**config.mk**
```make
export PLATFORM = sky130hd
export DESIGN_NAME = recombination_allele_transmitter
export DESIGN_NICKNAME = d
export VERILOG_FILES = /design/src/rtl/core/rat_pkg.sv /design/src/rtl/core/rat_fifo.sv /design/src/rtl/core/rat_draw_gen.sv /design/src/rtl/core/rat_front.sv /design/src/rtl/core/rat_back.sv /design/src/rtl/core/recombination_allele_transmitter.sv
export SDC_FILE = /design/constraint.sdc
export NUM_CORES = 2
export LEC_CHECK = 0
export ABC_AREA = 0
export BUFFER_PORTS_ARGS = -buffer_cell sky130_fd_sc_hd__buf_4
export CAP_MARGIN = 0
export CORE_MARGIN = 3
export CORE_UTILIZATION = 39
export CTS_BUF_LIST = sky130_fd_sc_hd__clkbuf_8
export DETAILED_ROUTE_END_ITERATION = 7
export GPL_ROUTABILITY_DRIVEN = 0
export PLACE_DENSITY_LB_ADDON = 0.1
export SLEW_MARGIN = 20
export SYNTH_ARGS = -nofsm -noshare
export SYNTH_HDL_FRONTEND = slang
export SYNTH_SLANG_ARGS = --single-unit
```
**constraint.sdc**
```tcl
create_clock -name clk -period 10.4 [get_ports clk]
set_input_delay 2.08 -clock clk [delete_from_list [all_inputs] [get_ports clk]]
set_output_delay 2.08 -clock clk [all_outputs]
set_load 0.01 [all_outputs]
```
**src/rtl/core/rat_pkg.sv**
```systemverilog
// Shared types, constants and arithmetic helpers for the recombination allele transmitter.
// No dependencies; used by every module of the block but rat_fifo.
package rat_pkg;

	localparam int ALLELE_BITS_DEF = 8;
	localparam int DRAW_BITS_DEF   = 32;

	localparam int CFG_IDX_BITS = 2;
	localparam int SEED_BITS    = 15;
	localparam int ALLELE_W     = 8;
	localparam int FRAC_W       = 16;

	localparam int DRAW_Q_DEPTH = 4;
	localparam int ITEM_Q_DEPTH = 2;

	localparam logic [SEED_BITS-1:0] SEED_RESET = 15'd1;

	localparam logic [SEED_BITS-1:0] MOD_A = 15'd30269;
	localparam logic [SEED_BITS-1:0] MOD_B = 15'd30307;
	localparam logic [SEED_BITS-1:0] MOD_C = 15'd30323;

	localparam logic [7:0] MUL_A = 8'd171;
	localparam logic [7:0] MUL_B = 8'd172;
	localparam logic [7:0] MUL_C = 8'd170;

	localparam int DIV_A = 177;
	localparam int DIV_B = 176;
	localparam int DIV_C = 178;

	// Quotient by reciprocal: exact for all 15-bit operands at this shift
	localparam int QUOT_SHIFT = 23;
	localparam logic [15:0] RECIP_A = 16'(((1 << QUOT_SHIFT) + DIV_A - 1) / DIV_A);
	localparam logic [15:0] RECIP_B = 16'(((1 << QUOT_SHIFT) + DIV_B - 1) / DIV_B);
	localparam logic [15:0] RECIP_C = 16'(((1 << QUOT_SHIFT) + DIV_C - 1) / DIV_C);

	typedef enum logic [CFG_IDX_BITS-1:0] {
		REG_SEED_A = 2'd0,
		REG_SEED_B = 2'd1,
		REG_SEED_C = 2'd2
	} cfg_reg_t;

	typedef enum logic {
		KIND_NEXT  = 1'b0,
		KIND_FIRST = 1'b1
	} locus_kind_t;

	typedef logic [SEED_BITS-1:0] seed_t;

	typedef struct packed {
		seed_t a;
		seed_t b;
		seed_t c;
	} gen_state_t;

	typedef struct packed {
		locus_kind_t          kind;
		logic [FRAC_W-1:0]    thr;
		logic [ALLELE_W-1:0]  hap0;
		logic [ALLELE_W-1:0]  hap1;
		logic                 slot;
	} locus_t;

	function automatic logic [7:0] wh_quot(input seed_t v, input logic [15:0] recip);
		logic [30:0] p;
		p = 31'(v) * 31'(recip);
		return p[QUOT_SHIFT+7:QUOT_SHIFT];
	endfunction

	// mul*v - modulus*q, wrapped into 0..modulus-1
	function automatic seed_t wh_update(input seed_t v, input logic [7:0] q,
			input logic [7:0] mul, input seed_t modulus);
		logic [23:0] pv;
		logic [23:0] pq;
		logic [23:0] r;
		pv = 24'(v) * 24'(mul);
		pq = 24'(q) * 24'(modulus);
		if (pv >= pq) begin
			r = pv - pq;
		end else begin
			r = pv + 24'(modulus) - pq;
		end
		return r[SEED_BITS-1:0];
	endfunction

endpackage

```
**src/rtl/core/rat_fifo.sv**
```systemverilog
// Small synchronous queue with flush, register-based storage.
// Generic; no package dependency. DEPTH must be a power of two, at least 2.
module rat_fifo #(
	parameter int WIDTH = 8,
	parameter int DEPTH = 2
) (
	input  logic             clk,
	input  logic             arst_n,
	input  logic             flush,
	input  logic             push,
	input  logic [WIDTH-1:0] din,
	output logic             full,
	input  logic             pop,
	output logic             vld,
	output logic [WIDTH-1:0] dout
);
	localparam int AW = $clog2(DEPTH);
	localparam int CW = $clog2(DEPTH + 1);

	logic [WIDTH-1:0] mem_q [DEPTH];
	logic [AW-1:0]    wr_q;
	logic [AW-1:0]    rd_q;
	logic [CW-1:0]    cnt_q;

	assign full = (cnt_q == CW'(DEPTH));
	assign vld  = (cnt_q != '0);
	assign dout = mem_q[rd_q];

	always_ff @(posedge clk or negedge arst_n) begin
		if (!arst_n) begin
			wr_q  <= '0;
			rd_q  <= '0;
			cnt_q <= '0;
		end else if (flush) begin
			wr_q  <= '0;
			rd_q  <= '0;
			cnt_q <= '0;
		end else begin
			if (push) begin
				wr_q <= wr_q + AW'(1);
			end
			if (pop) begin
				rd_q <= rd_q + AW'(1);
			end
			cnt_q <= cnt_q + CW'(push) - CW'(pop);
		end
	end

	always_ff @(posedge clk) begin
		if (push && !flush) begin
			mem_q[wr_q] <= din;
		end
	end

endmodule

```
**src/rtl/core/rat_draw_gen.sv**
```systemverilog
// Wichmann-Hill draw generator that runs ahead of the items into a draw queue.
// Depends on rat_pkg and rat_fifo.
module rat_draw_gen #(
	parameter int DRAW_BITS = rat_pkg::DRAW_BITS_DEF
) (
	input  logic                              clk,
	input  logic                              arst_n,
	input  logic                              cfg_we,
	input  logic [rat_pkg::CFG_IDX_BITS-1:0]  cfg_idx,
	input  rat_pkg::seed_t                    cfg_wdata,
	input  logic                              pop,
	output logic                              vld,
	output logic [DRAW_BITS-1:0]              draw
);
	import rat_pkg::*;

	localparam int CW = $clog2(DRAW_Q_DEPTH + 1);
	localparam int QW = DRAW_BITS + $bits(gen_state_t);
	localparam logic [63:0] ONE64 = 64'd1;
	localparam logic [DRAW_BITS-1:0] W_A =
		DRAW_BITS'(((ONE64 << (DRAW_BITS + 1)) + 64'(MOD_A)) / (64'd2 * 64'(MOD_A)));
	localparam logic [DRAW_BITS-1:0] W_B =
		DRAW_BITS'(((ONE64 << (DRAW_BITS + 1)) + 64'(MOD_B)) / (64'd2 * 64'(MOD_B)));
	localparam logic [DRAW_BITS-1:0] W_C =
		DRAW_BITS'(((ONE64 << (DRAW_BITS + 1)) + 64'(MOD_C)) / (64'd2 * 64'(MOD_C)));

	gen_state_t             st_q;
	gen_state_t             cons_q;
	gen_state_t             st_s2;
	gen_state_t             pop_state;
	gen_state_t             cfg_state;
	logic                   phase_q;
	logic [7:0]             quot_a_q;
	logic [7:0]             quot_b_q;
	logic [7:0]             quot_c_q;
	logic                   upd_s1;
	logic                   prod_vld_s2;
	logic [DRAW_BITS-1:0]   prod_a_s2;
	logic [DRAW_BITS-1:0]   prod_b_s2;
	logic [DRAW_BITS-1:0]   prod_c_s2;
	logic [CW-1:0]          credit_q;
	logic                   start;
	logic                   q_full;
	logic [QW-1:0]          q_din;
	logic [QW-1:0]          q_dout;

	assign start     = !phase_q && !q_full && (credit_q < CW'(DRAW_Q_DEPTH));
	assign q_din     = {st_s2, DRAW_BITS'(prod_a_s2 + prod_b_s2 + prod_c_s2)};
	assign draw      = q_dout[DRAW_BITS-1:0];
	assign pop_state = q_dout[QW-1:DRAW_BITS];

	// rewind to the state of the last consumed draw, then load the seed
	always_comb begin
		cfg_state = cons_q;
		case (cfg_idx)
			REG_SEED_A: cfg_state.a = cfg_wdata;
			REG_SEED_B: cfg_state.b = cfg_wdata;
			REG_SEED_C: cfg_state.c = cfg_wdata;
			default: begin
			end
		endcase
	end

	always_ff @(posedge clk or negedge arst_n) begin
		if (!arst_n) begin
			st_q        <= '{a: SEED_RESET, b: SEED_RESET, c: SEED_RESET};
			cons_q      <= '{a: SEED_RESET, b: SEED_RESET, c: SEED_RESET};
			phase_q     <= 1'b0;
			upd_s1      <= 1'b0;
			prod_vld_s2 <= 1'b0;
			credit_q    <= '0;
		end else if (cfg_we) begin
			st_q        <= cfg_state;
			cons_q      <= cfg_state;
			phase_q     <= 1'b0;
			upd_s1      <= 1'b0;
			prod_vld_s2 <= 1'b0;
			credit_q    <= '0;
		end else begin
			if (pop) begin
				cons_q <= pop_state;
			end
			upd_s1      <= phase_q;
			prod_vld_s2 <= upd_s1;
			if (start) begin
				phase_q <= 1'b1;
			end
			if (phase_q) begin
				st_q.a  <= wh_update(st_q.a, quot_a_q, MUL_A, MOD_A);
				st_q.b  <= wh_update(st_q.b, quot_b_q, MUL_B, MOD_B);
				st_q.c  <= wh_update(st_q.c, quot_c_q, MUL_C, MOD_C);
				phase_q <= 1'b0;
			end
			credit_q <= credit_q + CW'(start) - CW'(pop);
		end
	end

	always_ff @(posedge clk) begin
		if (start) begin
			quot_a_q <= wh_quot(st_q.a, RECIP_A);
			quot_b_q <= wh_quot(st_q.b, RECIP_B);
			quot_c_q <= wh_quot(st_q.c, RECIP_C);
		end
		if (upd_s1) begin
			prod_a_s2 <= DRAW_BITS'(st_q.a) * W_A;
			prod_b_s2 <= DRAW_BITS'(st_q.b) * W_B;
			prod_c_s2 <= DRAW_BITS'(st_q.c) * W_C;
			st_s2     <= st_q;
		end
	end

	rat_fifo #(
		.WIDTH(QW),
		.DEPTH(DRAW_Q_DEPTH)
	) u_draw_q (
		.clk    (clk),
		.arst_n (arst_n),
		.flush  (cfg_we),
		.push   (prod_vld_s2),
		.din    (q_din),
		.full   (q_full),
		.pop    (pop),
		.vld    (vld),
		.dout   (q_dout)
	);

endmodule

```
**src/rtl/core/rat_front.sv**
```systemverilog
// Input side: accepts loci, classifies first and later loci, masks alleles.
// Depends on rat_pkg; feeds the locus queue.
module rat_front #(
	parameter int ALLELE_BITS = rat_pkg::ALLELE_BITS_DEF
) (
	input  logic             clk,
	input  logic             arst_n,
	input  logic             s_tvalid,
	output logic             s_tready,
	input  logic [31:0]      s_tdata,   // allele_hap0, allele_hap1, recomb_fraction
	input  logic [1:0]       s_tuser,   // first_locus, from_mother
	input  logic             q_full,
	output logic             push,
	output rat_pkg::locus_t  entry
);
	import rat_pkg::*;

	localparam logic [ALLELE_W-1:0] AMASK = ALLELE_W'((64'd1 << ALLELE_BITS) - 64'd1);

	locus_t entry_q;
	logic   vld_q;

	assign push     = vld_q && !q_full;
	assign s_tready = !vld_q || !q_full;
	assign entry    = entry_q;

	always_ff @(posedge clk or negedge arst_n) begin
		if (!arst_n) begin
			vld_q <= 1'b0;
		end else if (s_tvalid && s_tready) begin
			vld_q <= 1'b1;
		end else if (push) begin
			vld_q <= 1'b0;
		end
	end

	always_ff @(posedge clk) begin
		if (s_tvalid && s_tready) begin
			entry_q.kind <= s_tuser[0] ? KIND_FIRST : KIND_NEXT;
			entry_q.hap0 <= s_tdata[7:0] & AMASK;
			entry_q.hap1 <= s_tdata[15:8] & AMASK;
			entry_q.thr  <= s_tdata[31:16];
			entry_q.slot <= s_tuser[1];
		end
	end

endmodule

```
**src/rtl/core/rat_back.sv**
```systemverilog
// Output side: pairs a queued locus with a draw, updates the haplotype side.
// Depends on rat_pkg; holds the output register.
module rat_back #(
	parameter int DRAW_BITS = rat_pkg::DRAW_BITS_DEF
) (
	input  logic                  clk,
	input  logic                  arst_n,
	input  logic                  item_vld,
	input  rat_pkg::locus_t       item,
	output logic                  item_pop,
	input  logic                  draw_vld,
	input  logic [DRAW_BITS-1:0]  draw,
	output logic                  draw_pop,
	output logic                  m_tvalid,
	input  logic                  m_tready,
	output logic [7:0]            m_tdata,  // allele
	output logic [1:0]            m_tuser   // side_taken, child_slot
);
	import rat_pkg::*;

	logic                 go;
	logic                 side_q;
	logic                 side_nxt;
	logic                 out_vld_q;
	logic                 slot_q;
	logic [ALLELE_W-1:0]  allele_q;
	logic [DRAW_BITS-1:0] thr_ext;

	assign go       = item_vld && draw_vld && (!out_vld_q || m_tready);
	assign item_pop = go;
	assign draw_pop = go;
	assign thr_ext  = DRAW_BITS'(item.thr) << (DRAW_BITS - FRAC_W);
	assign m_tvalid = out_vld_q;
	assign m_tdata  = allele_q;
	assign m_tuser  = {slot_q, side_q};

	always_comb begin
		case (item.kind)
			KIND_FIRST: side_nxt = draw[DRAW_BITS-1];
			KIND_NEXT:  side_nxt = side_q ^ (draw <= thr_ext);
			default:    side_nxt = side_q;
		endcase
	end

	always_ff @(posedge clk or negedge arst_n) begin
		if (!arst_n) begin
			side_q    <= 1'b0;
			out_vld_q <= 1'b0;
		end else if (go) begin
			side_q    <= side_nxt;
			out_vld_q <= 1'b1;
		end else if (m_tready) begin
			out_vld_q <= 1'b0;
		end
	end

	always_ff @(posedge clk) begin
		if (go) begin
			allele_q <= side_nxt ? item.hap1 : item.hap0;
			slot_q   <= item.slot;
		end
	end

endmodule

```
**src/rtl/core/recombination_allele_transmitter.sv**
```systemverilog
// Path: accepted locus -> front register -> locus queue -> output register, once a draw is queued.
// Throughput: the sustained rate is set by the generator step (quotient, then update);
// up to 4 queued draws allow short bursts at 1 per cycle while m_tready is held high.
// Reset: asynchronous, clears control; generator state and seeds go to 1, side to 0.
// The draw queue refills after reset and after each seed write, which flushes it.
module recombination_allele_transmitter #(
	parameter int ALLELE_BITS = rat_pkg::ALLELE_BITS_DEF,
	parameter int DRAW_BITS   = rat_pkg::DRAW_BITS_DEF
) (
	input  logic                              clk,
	input  logic                              arst_n,
	input  logic                              cfg_we,
	input  logic [rat_pkg::CFG_IDX_BITS-1:0]  cfg_idx,
	input  logic [rat_pkg::SEED_BITS-1:0]     cfg_wdata,
	input  logic                              s_tvalid,
	output logic                              s_tready,
	input  logic [31:0]                       s_tdata,  // allele_hap0, allele_hap1, recomb_fraction
	input  logic [1:0]                        s_tuser,  // first_locus, from_mother
	output logic                              m_tvalid,
	input  logic                              m_tready,
	output logic [7:0]                        m_tdata,  // allele
	output logic [1:0]                        m_tuser   // side_taken, child_slot
);
	import rat_pkg::*;

	localparam int LW = $bits(locus_t);

	locus_t               front_entry;
	locus_t               back_entry;
	logic                 front_push;
	logic                 item_q_full;
	logic                 item_vld;
	logic                 item_pop;
	logic [LW-1:0]        item_dout;
	logic                 draw_vld;
	logic                 draw_pop;
	logic [DRAW_BITS-1:0] draw;

	assign back_entry = item_dout;

	rat_draw_gen #(
		.DRAW_BITS(DRAW_BITS)
	) u_draw_gen (
		.clk       (clk),
		.arst_n    (arst_n),
		.cfg_we    (cfg_we),
		.cfg_idx   (cfg_idx),
		.cfg_wdata (cfg_wdata),
		.pop       (draw_pop),
		.vld       (draw_vld),
		.draw      (draw)
	);

	rat_front #(
		.ALLELE_BITS(ALLELE_BITS)
	) u_front (
		.clk      (clk),
		.arst_n   (arst_n),
		.s_tvalid (s_tvalid),
		.s_tready (s_tready),
		.s_tdata  (s_tdata),
		.s_tuser  (s_tuser),
		.q_full   (item_q_full),
		.push     (front_push),
		.entry    (front_entry)
	);

	rat_fifo #(
		.WIDTH(LW),
		.DEPTH(ITEM_Q_DEPTH)
	) u_item_q (
		.clk    (clk),
		.arst_n (arst_n),
		.flush  (1'b0),
		.push   (front_push),
		.din    (front_entry),
		.full   (item_q_full),
		.pop    (item_pop),
		.vld    (item_vld),
		.dout   (item_dout)
	);

	rat_back #(
		.DRAW_BITS(DRAW_BITS)
	) u_back (
		.clk      (clk),
		.arst_n   (arst_n),
		.item_vld (item_vld),
		.item     (back_entry),
		.item_pop (item_pop),
		.draw_vld (draw_vld),
		.draw     (draw),
		.draw_pop (draw_pop),
		.m_tvalid (m_tvalid),
		.m_tready (m_tready),
		.m_tdata  (m_tdata),
		.m_tuser  (m_tuser)
	);

	a_pop_has_draw: assert property (@(posedge clk) disable iff (!arst_n)
		item_pop |-> draw_vld)
		else $error("locus taken without a queued draw");

	a_seed_write_flushes: assert property (@(posedge clk) disable iff (!arst_n)
		cfg_we |=> !draw_vld)
		else $error("stale draw survived a seed write");

	a_output_from_pop: assert property (@(posedge clk) disable iff (!arst_n)
		$rose(m_tvalid) |-> $past(item_pop))
		else $error("output valid without a consumed locus");

endmodule

```
=== Word-level counts from Yosys, hierarchy flattened ===
Memories as Yosys holds them, arrays and structs flattened.
Index checks and enable logic that the tools add are counted.

* Logic and storage cells: 136
* RAM bits: 376
* Memories: 2
* Bits in registers: 318
* Output and inout port bits: 12
* Input port bits: 56

{| class="wikitable"
|+ Memory list
! memory !! words !! width !! rd ports !! clocked after memory_dff !! write ports !! line !! text
|-
| u_draw_gen.u_draw_q.mem_q || 4 || 77 || 1 || 0 || 1 || rat_fifo.sv:20 || <nowiki>logic [WIDTH-1:0] mem_q [DEPTH];</nowiki>
|-
| u_item_q.mem_q || 2 || 34 || 1 || 0 || 1 || rat_fifo.sv:20 ||
|}

* Bitwise operators: 2
* Reductions and logical operators: 23
* Mux-type cells: 32
* Multiply operators: 12
* Add/sub/neg operators: 21
* Order comparisons: 5
* Equal/unequal tests: 4

{| class="wikitable"
|+ Operators by type and width
! kind !! count
|-
| 45-bit 2-to-1 mux || 4
|-
| 15-bit by 18-bit multiplier with 32-bit output, second input constant || 3
|-
| 15-bit 2-to-1 mux || 6
|-
| 15-bit subtractor || 6
|-
| 23-bit >= comparator || 3
|-
| 8-bit by 15-bit multiplier with 23-bit output, second input constant || 3
|-
| 32-bit adder || 2
|-
| 15-bit adder, second input constant || 3
|-
| 32-bit <= comparator || 1
|-
| 15-bit by 16-bit multiplier with 31-bit output, second input constant || 1
|-
| 15-bit by 15-bit multiplier with 30-bit output, second input constant || 1
|-
| 15-bit by 13-bit multiplier with 28-bit output, second input constant || 1
|-
| 15-bit by 8-bit multiplier with 23-bit output, second input constant || 1
|-
| 15-bit by 7-bit multiplier with 22-bit output, second input constant || 1
|-
| 15-bit by 6-bit multiplier with 21-bit output, second input constant || 1
|-
| 1-bit 2-to-1 mux || 14
|-
| 2-bit nonzero test || 6
|-
| 2-bit 2-to-1 mux || 4
|-
| 8-bit 2-to-1 mux || 1
|-
| 1-bit logical AND || 7
|-
| 3-bit by 1-bit adder with 3-bit output || 2
|-
| 1-bit logical NOT || 6
|-
| 3-bit 2-to-1 mux || 2
|-
| 3-bit by 1-bit subtractor with 3-bit output || 2
|-
| 14 further kinds || 18
|}

=== Depth between registers and ports, before layout ===
* Depth in word-level cells: 7
* Gate-level depth with buffers: 30
* Gate-level depth less buffers: 28

=== By module ===
Synthesis repeated with hierarchy kept, for this count alone.

* Cells, all modules: 5,618
* Area total of the unflattened synthesis: 64,728.3 µm²

{| class="wikitable"
|+ By module, submodules not included
! module !! cells each !! sequential area each (µm²) !! area an instance (µm²) !! instances
|-
| rat_draw_gen || 4,870 || 7,184.4 || 47,894.7 || 1
|-
| rat_fifo at u_draw_gen.u_draw_q || 442 || 9,424.0 || 11,637.4 || 1
|-
| rat_fifo at u_item_q || 125 || 2,142.1 || 2,824.0 || 1
|-
| rat_back || 141 || 320.3 || 1,296.2 || 1
|-
| rat_front || 39 || 1,046.0 || 1,072.3 || 1
|-
| recombination_allele_transmitter || 1 || 0.0 || 3.8 || 1
|}

=== Least setup slack after synthesis ===
Ideal clock, no wire load.

* Kind: reg2reg
* Start: reg u_draw_gen.quot_a_q[2]
* End: reg u_draw_gen.st_q[44] in the netlist's numbering
* Data required time: 10.271 ns
* Buffers on the path: 0
* Period minus slack after synthesis: 6.712 ns
* Arrival: 6.584 ns
* Setup time: 0.129 ns
* Cell stages (with the launch flop): 29
* Setup slack: 3.688 ns
* Cells stage by stage: edfxtp_1 -> inv_1 -> fa_1 -> inv_1 -> ha_1 -> inv_1 -> fa_1 -> fa_1 -> inv_1 -> ha_1 -> nor2b_1 -> o21ai_0 -> a21boi_0 -> o211ai_1 -> a21oi_1 -> o31ai_1 -> o2111ai_1 -> a21oi_1 -> xor2_1 -> ha_1 -> a21oi_1 -> nor2b_1 -> o21ai_0 -> o21ai_0 -> or3_1 -> a21oi_2 -> mux2_2 -> and3_1 -> a2111o_1

* Word-level cells in the longest chain between the ends: 5
* Elaborated cells between the ends (all ways): 7
* Those cells by class: add/sub (2); mul (1); order compare (1); mux (3)

{| class="wikitable"
|+ Ends and longest elaborated chain
! what !! line !! text
|-
| start: declaration || rat_draw_gen.sv:33 || <nowiki>logic [7:0] quot_a_q;</nowiki>
|-
| start signal: assignment || rat_draw_gen.sv:100 || <nowiki>quot_a_q <= wh_quot(st_q.a, RECIP_A);</nowiki>
|-
| 8-bit by 15-bit multiplier with 23-bit output (*) || rat_pkg.sv:76 || <nowiki>pq = 24'(q) * 24'(modulus);</nowiki>
|-
| 23-bit >= comparator (tied with other cells) || rat_pkg.sv:77 || <nowiki>if (pv >= pq) begin</nowiki>
|-
| 15-bit 2-to-1 mux (*) || rat_pkg.sv:77 ||
|-
| 45-bit 2-to-1 mux (*) || rat_draw_gen.sv:88 || <nowiki>if (phase_q) begin</nowiki>
|-
| 45-bit 2-to-1 mux (*) || rat_draw_gen.sv:72 || <nowiki>end else if (cfg_we) begin</nowiki>
|-
| end signal: assignment || rat_draw_gen.sv:66 || <nowiki>st_q <= '{a: SEED_RESET, b: SEED_RESET, c: SEED_RESET};</nowiki>
|-
| end signal: assignment || rat_draw_gen.sv:73 || <nowiki>st_q <= cfg_state;</nowiki>
|-
| end: declaration || rat_draw_gen.sv:27 || <nowiki>gen_state_t st_q;</nowiki>
|}

Every way passes the cells marked *; elsewhere a longest branch is shown, timed or not. The select of a mux whose other input is x is not followed.
A chain may end at the register's enable or synchronous reset.

=== Worst setup path in the final report ===
Ends and elaborated chain as after synthesis.

==> out/summary.md <==
The run finished with clean final reports. The die footprint was 169000 um^2. The post-cts sizing count is 0. For this run, the register share of the synthesized area comes to 31.4%.

The global-route wire length before repair came out at 263000 um. The cell taking the most area after synthesis was edfxtp_1. Routed via count divided by cell count: 5.07. Endpoint class of the critical path: a flop.

The synthesized netlist contains 88 unique library cells. After routing, the total negative slack on setup checks comes to 0 ps. Along the worst hold path, the cell count comes to 0. The count of final setup violators was 0; the final routed wirelength across all metal layers was 171000 um. The count of nets left with antenna violations once routing finished came out at 0. The leading cell type by number of instances after synthesis was ha_1. The finished layout holds 8051 standard cells, fillers aside.

By instance count, the cell type seen most on the critical path is inv_1. The initial core utilization came out at 39.3%. The path with the worst hold slack has its endpoint at u_item_q.mem_q[0][26].

For the clock sink total, the log shows 688. After synthesis, the share of flip-flops with an asynchronous set or reset is 16.0%. The top cell type by area accounts for 27.1% of the synthesized area. The layout has 15600 filler cells. The total overflow left after global routing is 0. The worst-path maximum fanout came out at 17.

Summing all flip-flop and latch instances after layout gives 20100 um^2. The min-delay analysis places its worst path in the category reg2reg. Number of cell instances on the worst register-to-register path: 28. Leading register cell type out of synthesis: edfxtp_1. At the later pin of the worst-skew pair, clock insertion delay measures 860 ps. The tools report the clock root buffer as clkbuf_8. The total number of vias is 40800, and the post-synthesis cell count is 5597.

The proportion of layout cells with a drive suffix above 1 works out to 7.33%. The H-tree was split into 3 levels. 68 I/O pins were placed. The tools report the number of clock buffers inserted by TritonCTS as 119. The area of the core region is 163000 um^2. In this run the vertical extent of the chip is 411 um. In this run, placement finished with an instance count of 7819. The worst hold path begins at u_front.entry[26]. After legalization and detailed placement, the total HPWL measured 137000 um.

The tools report the final-stage net count as 7476. In this run, post-CTS hold repair placed 0 buffers. By count the netlist is led by 1113 x ha_1, 1093 x inv_1, 578 x edfxtp_1.

For the count of final max-slew check failures, the log shows 0. The critical path in this run is classified as reg2reg. The worst setup path is launched from a flop.

The tools report the post-synthesis cell area as 64100 um^2. The endpoint of the worst-slack reg-to-reg timing path is u_draw_gen.st_q[44]. For the number of hold violations in the final report, the log shows 0. Clock-pin slew was measured on the worst setup and hold paths at 60 ps. The post-route core utilization was 42.8%; the number of flops mapped to enable cells by yosys was 578. For this run, the number of Yosys warnings is 0. Counting along the longest clock path gives a buffer depth of 3. The relative area change from synthesis to final layout is 8.95%. The critical path's slowest cell was o31ai_1. Setup repair after global routing left no endpoint under its margin. Synthesis produced a netlist with a net count of 7307. The die is 411 um wide. In the post-synthesis netlist, the biggest area contributors are edfxtp_1 27%, ha_1 22%, fa_1 17%.

Across all register-to-register paths, the minimum setup slack is 2660 ps. The worst slew margin relative to its limit is 28.5%, and the transition time at the pin with the least slew margin is 1060 ps. The run gives 0.129 GHz as the top achievable clock speed.

The number of global-route vias before repair is 42400, and the post-route minimum period is 7740 ps. In this run, synthesis produced a sequential element count of 688. The starting DRC count in detailed routing was 2411; the global-route total usage across every layer was 20.6%. Entering global routing, the biggest net connects 69 pins. In the final layout, the multi-input gates occupy 39600 um^2. Data on the critical path is required at its endpoint by 11120 ps. Buffers added to address setup during post-CTS repair amount to 0. Post-detailed-route DRC marker count: 0. The initialized floorplan defines 148 standard-cell rows. The worst clock skew is 106 ps, and the number of antenna violations at the first check in global routing is 15. Critical path's largest stage delay: 560 ps.

The data arrival at the endpoint of the critical path was 8460 ps; the share of the clock period used by the worst path after layout was 74.4%. The launching point of the worst reg2reg path was u_draw_gen.quot_a_q[2]. The total of max-cap violations was 0; the mean instance size in the synthesized netlist was 11.4 um^2. TritonCTS built the clock tree. The number of buffer cells added on primary ports is 67, and the average wire length per cell after detail routing is 21.2 um. The first detailed-routing pass took 5 iterations.
## area by class of cell
type	instances	share of cell area, %
Multi-Input combinational cell	3752	56.7
Sequential cell	688	28.8
Inverter	1093	5.88
Tap cell	2175	3.90
Clock buffer	122	2.41
Timing Repair Buffer	112	1.22
Clock inverter	100	0.974
Antenna cell	9	0.0323
## cells in the final DEF, fill, tap and decap left out, drive strengths merged, types with 122 or more instances in the layout
cell type,synthesis,layout
clkbuf,44,122
ha,1113,1113
nor2,186,186
nand2,177,177
a21oi,245,245
edfxtp,578,578
xnor2,208,208
fa,541,541
o21ai,174,174
inv,1093,1149
## stage by stage
stage,hold slack [ps],instance area [um^2],setup WS [ps]
after CTS,426,69700,2270
final,444,69800,2660
after detailed placement,430,67400,2310
after global placement,423,67400,2270
after global routing,448,69800,2030
after floorplan,421,64100,3690
## per-layer routing
metal,vias to the layer above,global-route usage [%],wire (um)
li1,19700,-,-
met1,20300,28.7,79500
met2,676,34.6,81600
met3,149,2.03,6460
met4,4,4.64,3320
met5,-,0,23
## how the worst max path moves through the flow
stage / start / to / slack (ps)
after global routing: u_draw_gen.quot_a_q[2] / u_draw_gen.st_q[44] / 2030
after global placement: u_draw_gen.quot_a_q[2] / u_draw_gen.st_q[44] / 2270
after detailed placement: u_draw_gen.quot_a_q[2] / u_draw_gen.st_q[44] / 2310
after CTS: u_draw_gen.quot_a_q[2] / u_draw_gen.st_q[44] / 2270
after floorplan: u_draw_gen.quot_a_q[2] / u_draw_gen.st_q[44] / 3690
final: u_draw_gen.quot_a_q[2] / u_draw_gen.st_q[44] / 2660
## sequential cells by signal (all words and copies together), names as in the netlist, 2 cells and up
signal / cells
u_draw_gen.u_draw_q.rd_q: 2
u_draw_gen.credit_q: 3
u_draw_gen.q_din: 39
u_draw_gen.prod_b_s2: 32
u_item_q.mem_q: 68
u_front.entry: 34
u_draw_gen.prod_a_s2: 32
u_draw_gen.u_draw_q.mem_q: 308
u_back.m_tdata: 8
u_draw_gen.quot_c_q: 8
u_draw_gen.quot_a_q: 8
u_draw_gen.st_q: 45
u_draw_gen.quot_b_q: 8
u_draw_gen.u_draw_q.cnt_q: 3
u_draw_gen.prod_c_s2: 32
u_draw_gen.cons_q: 45
u_draw_gen.u_draw_q.wr_q: 2
u_item_q.cnt_q: 2
## worst max-delay path, delay by kind of cell (launching register included)
kind / cells / cell delay [ps]
compound gates: 12 / 3110
xor+xnor: 1 / 170
fa+ha+maj: 6 / 2450
buf+inv: 4 / 280
flops: 1 / 450
mux: 1 / 410
simple gates: 4 / 760
## cells by family after synthesis
| logic type | synth area share [%] |
|---|---|
| flip-flops | 31.4 |
| XOR/XNOR | 4.18 |
| AO/OA/AOI/OAI | 8.56 |
| multiplexers | 4.70 |
| AND/OR/NAND/NOR | 5.65 |
| buffers and inverters | 6.86 |
| adder cells (fa/ha/maj) | 38.7 |
Power is not shown: default switching activity piles up to over one toggle a cycle in this logic, so the estimate is an artifact.
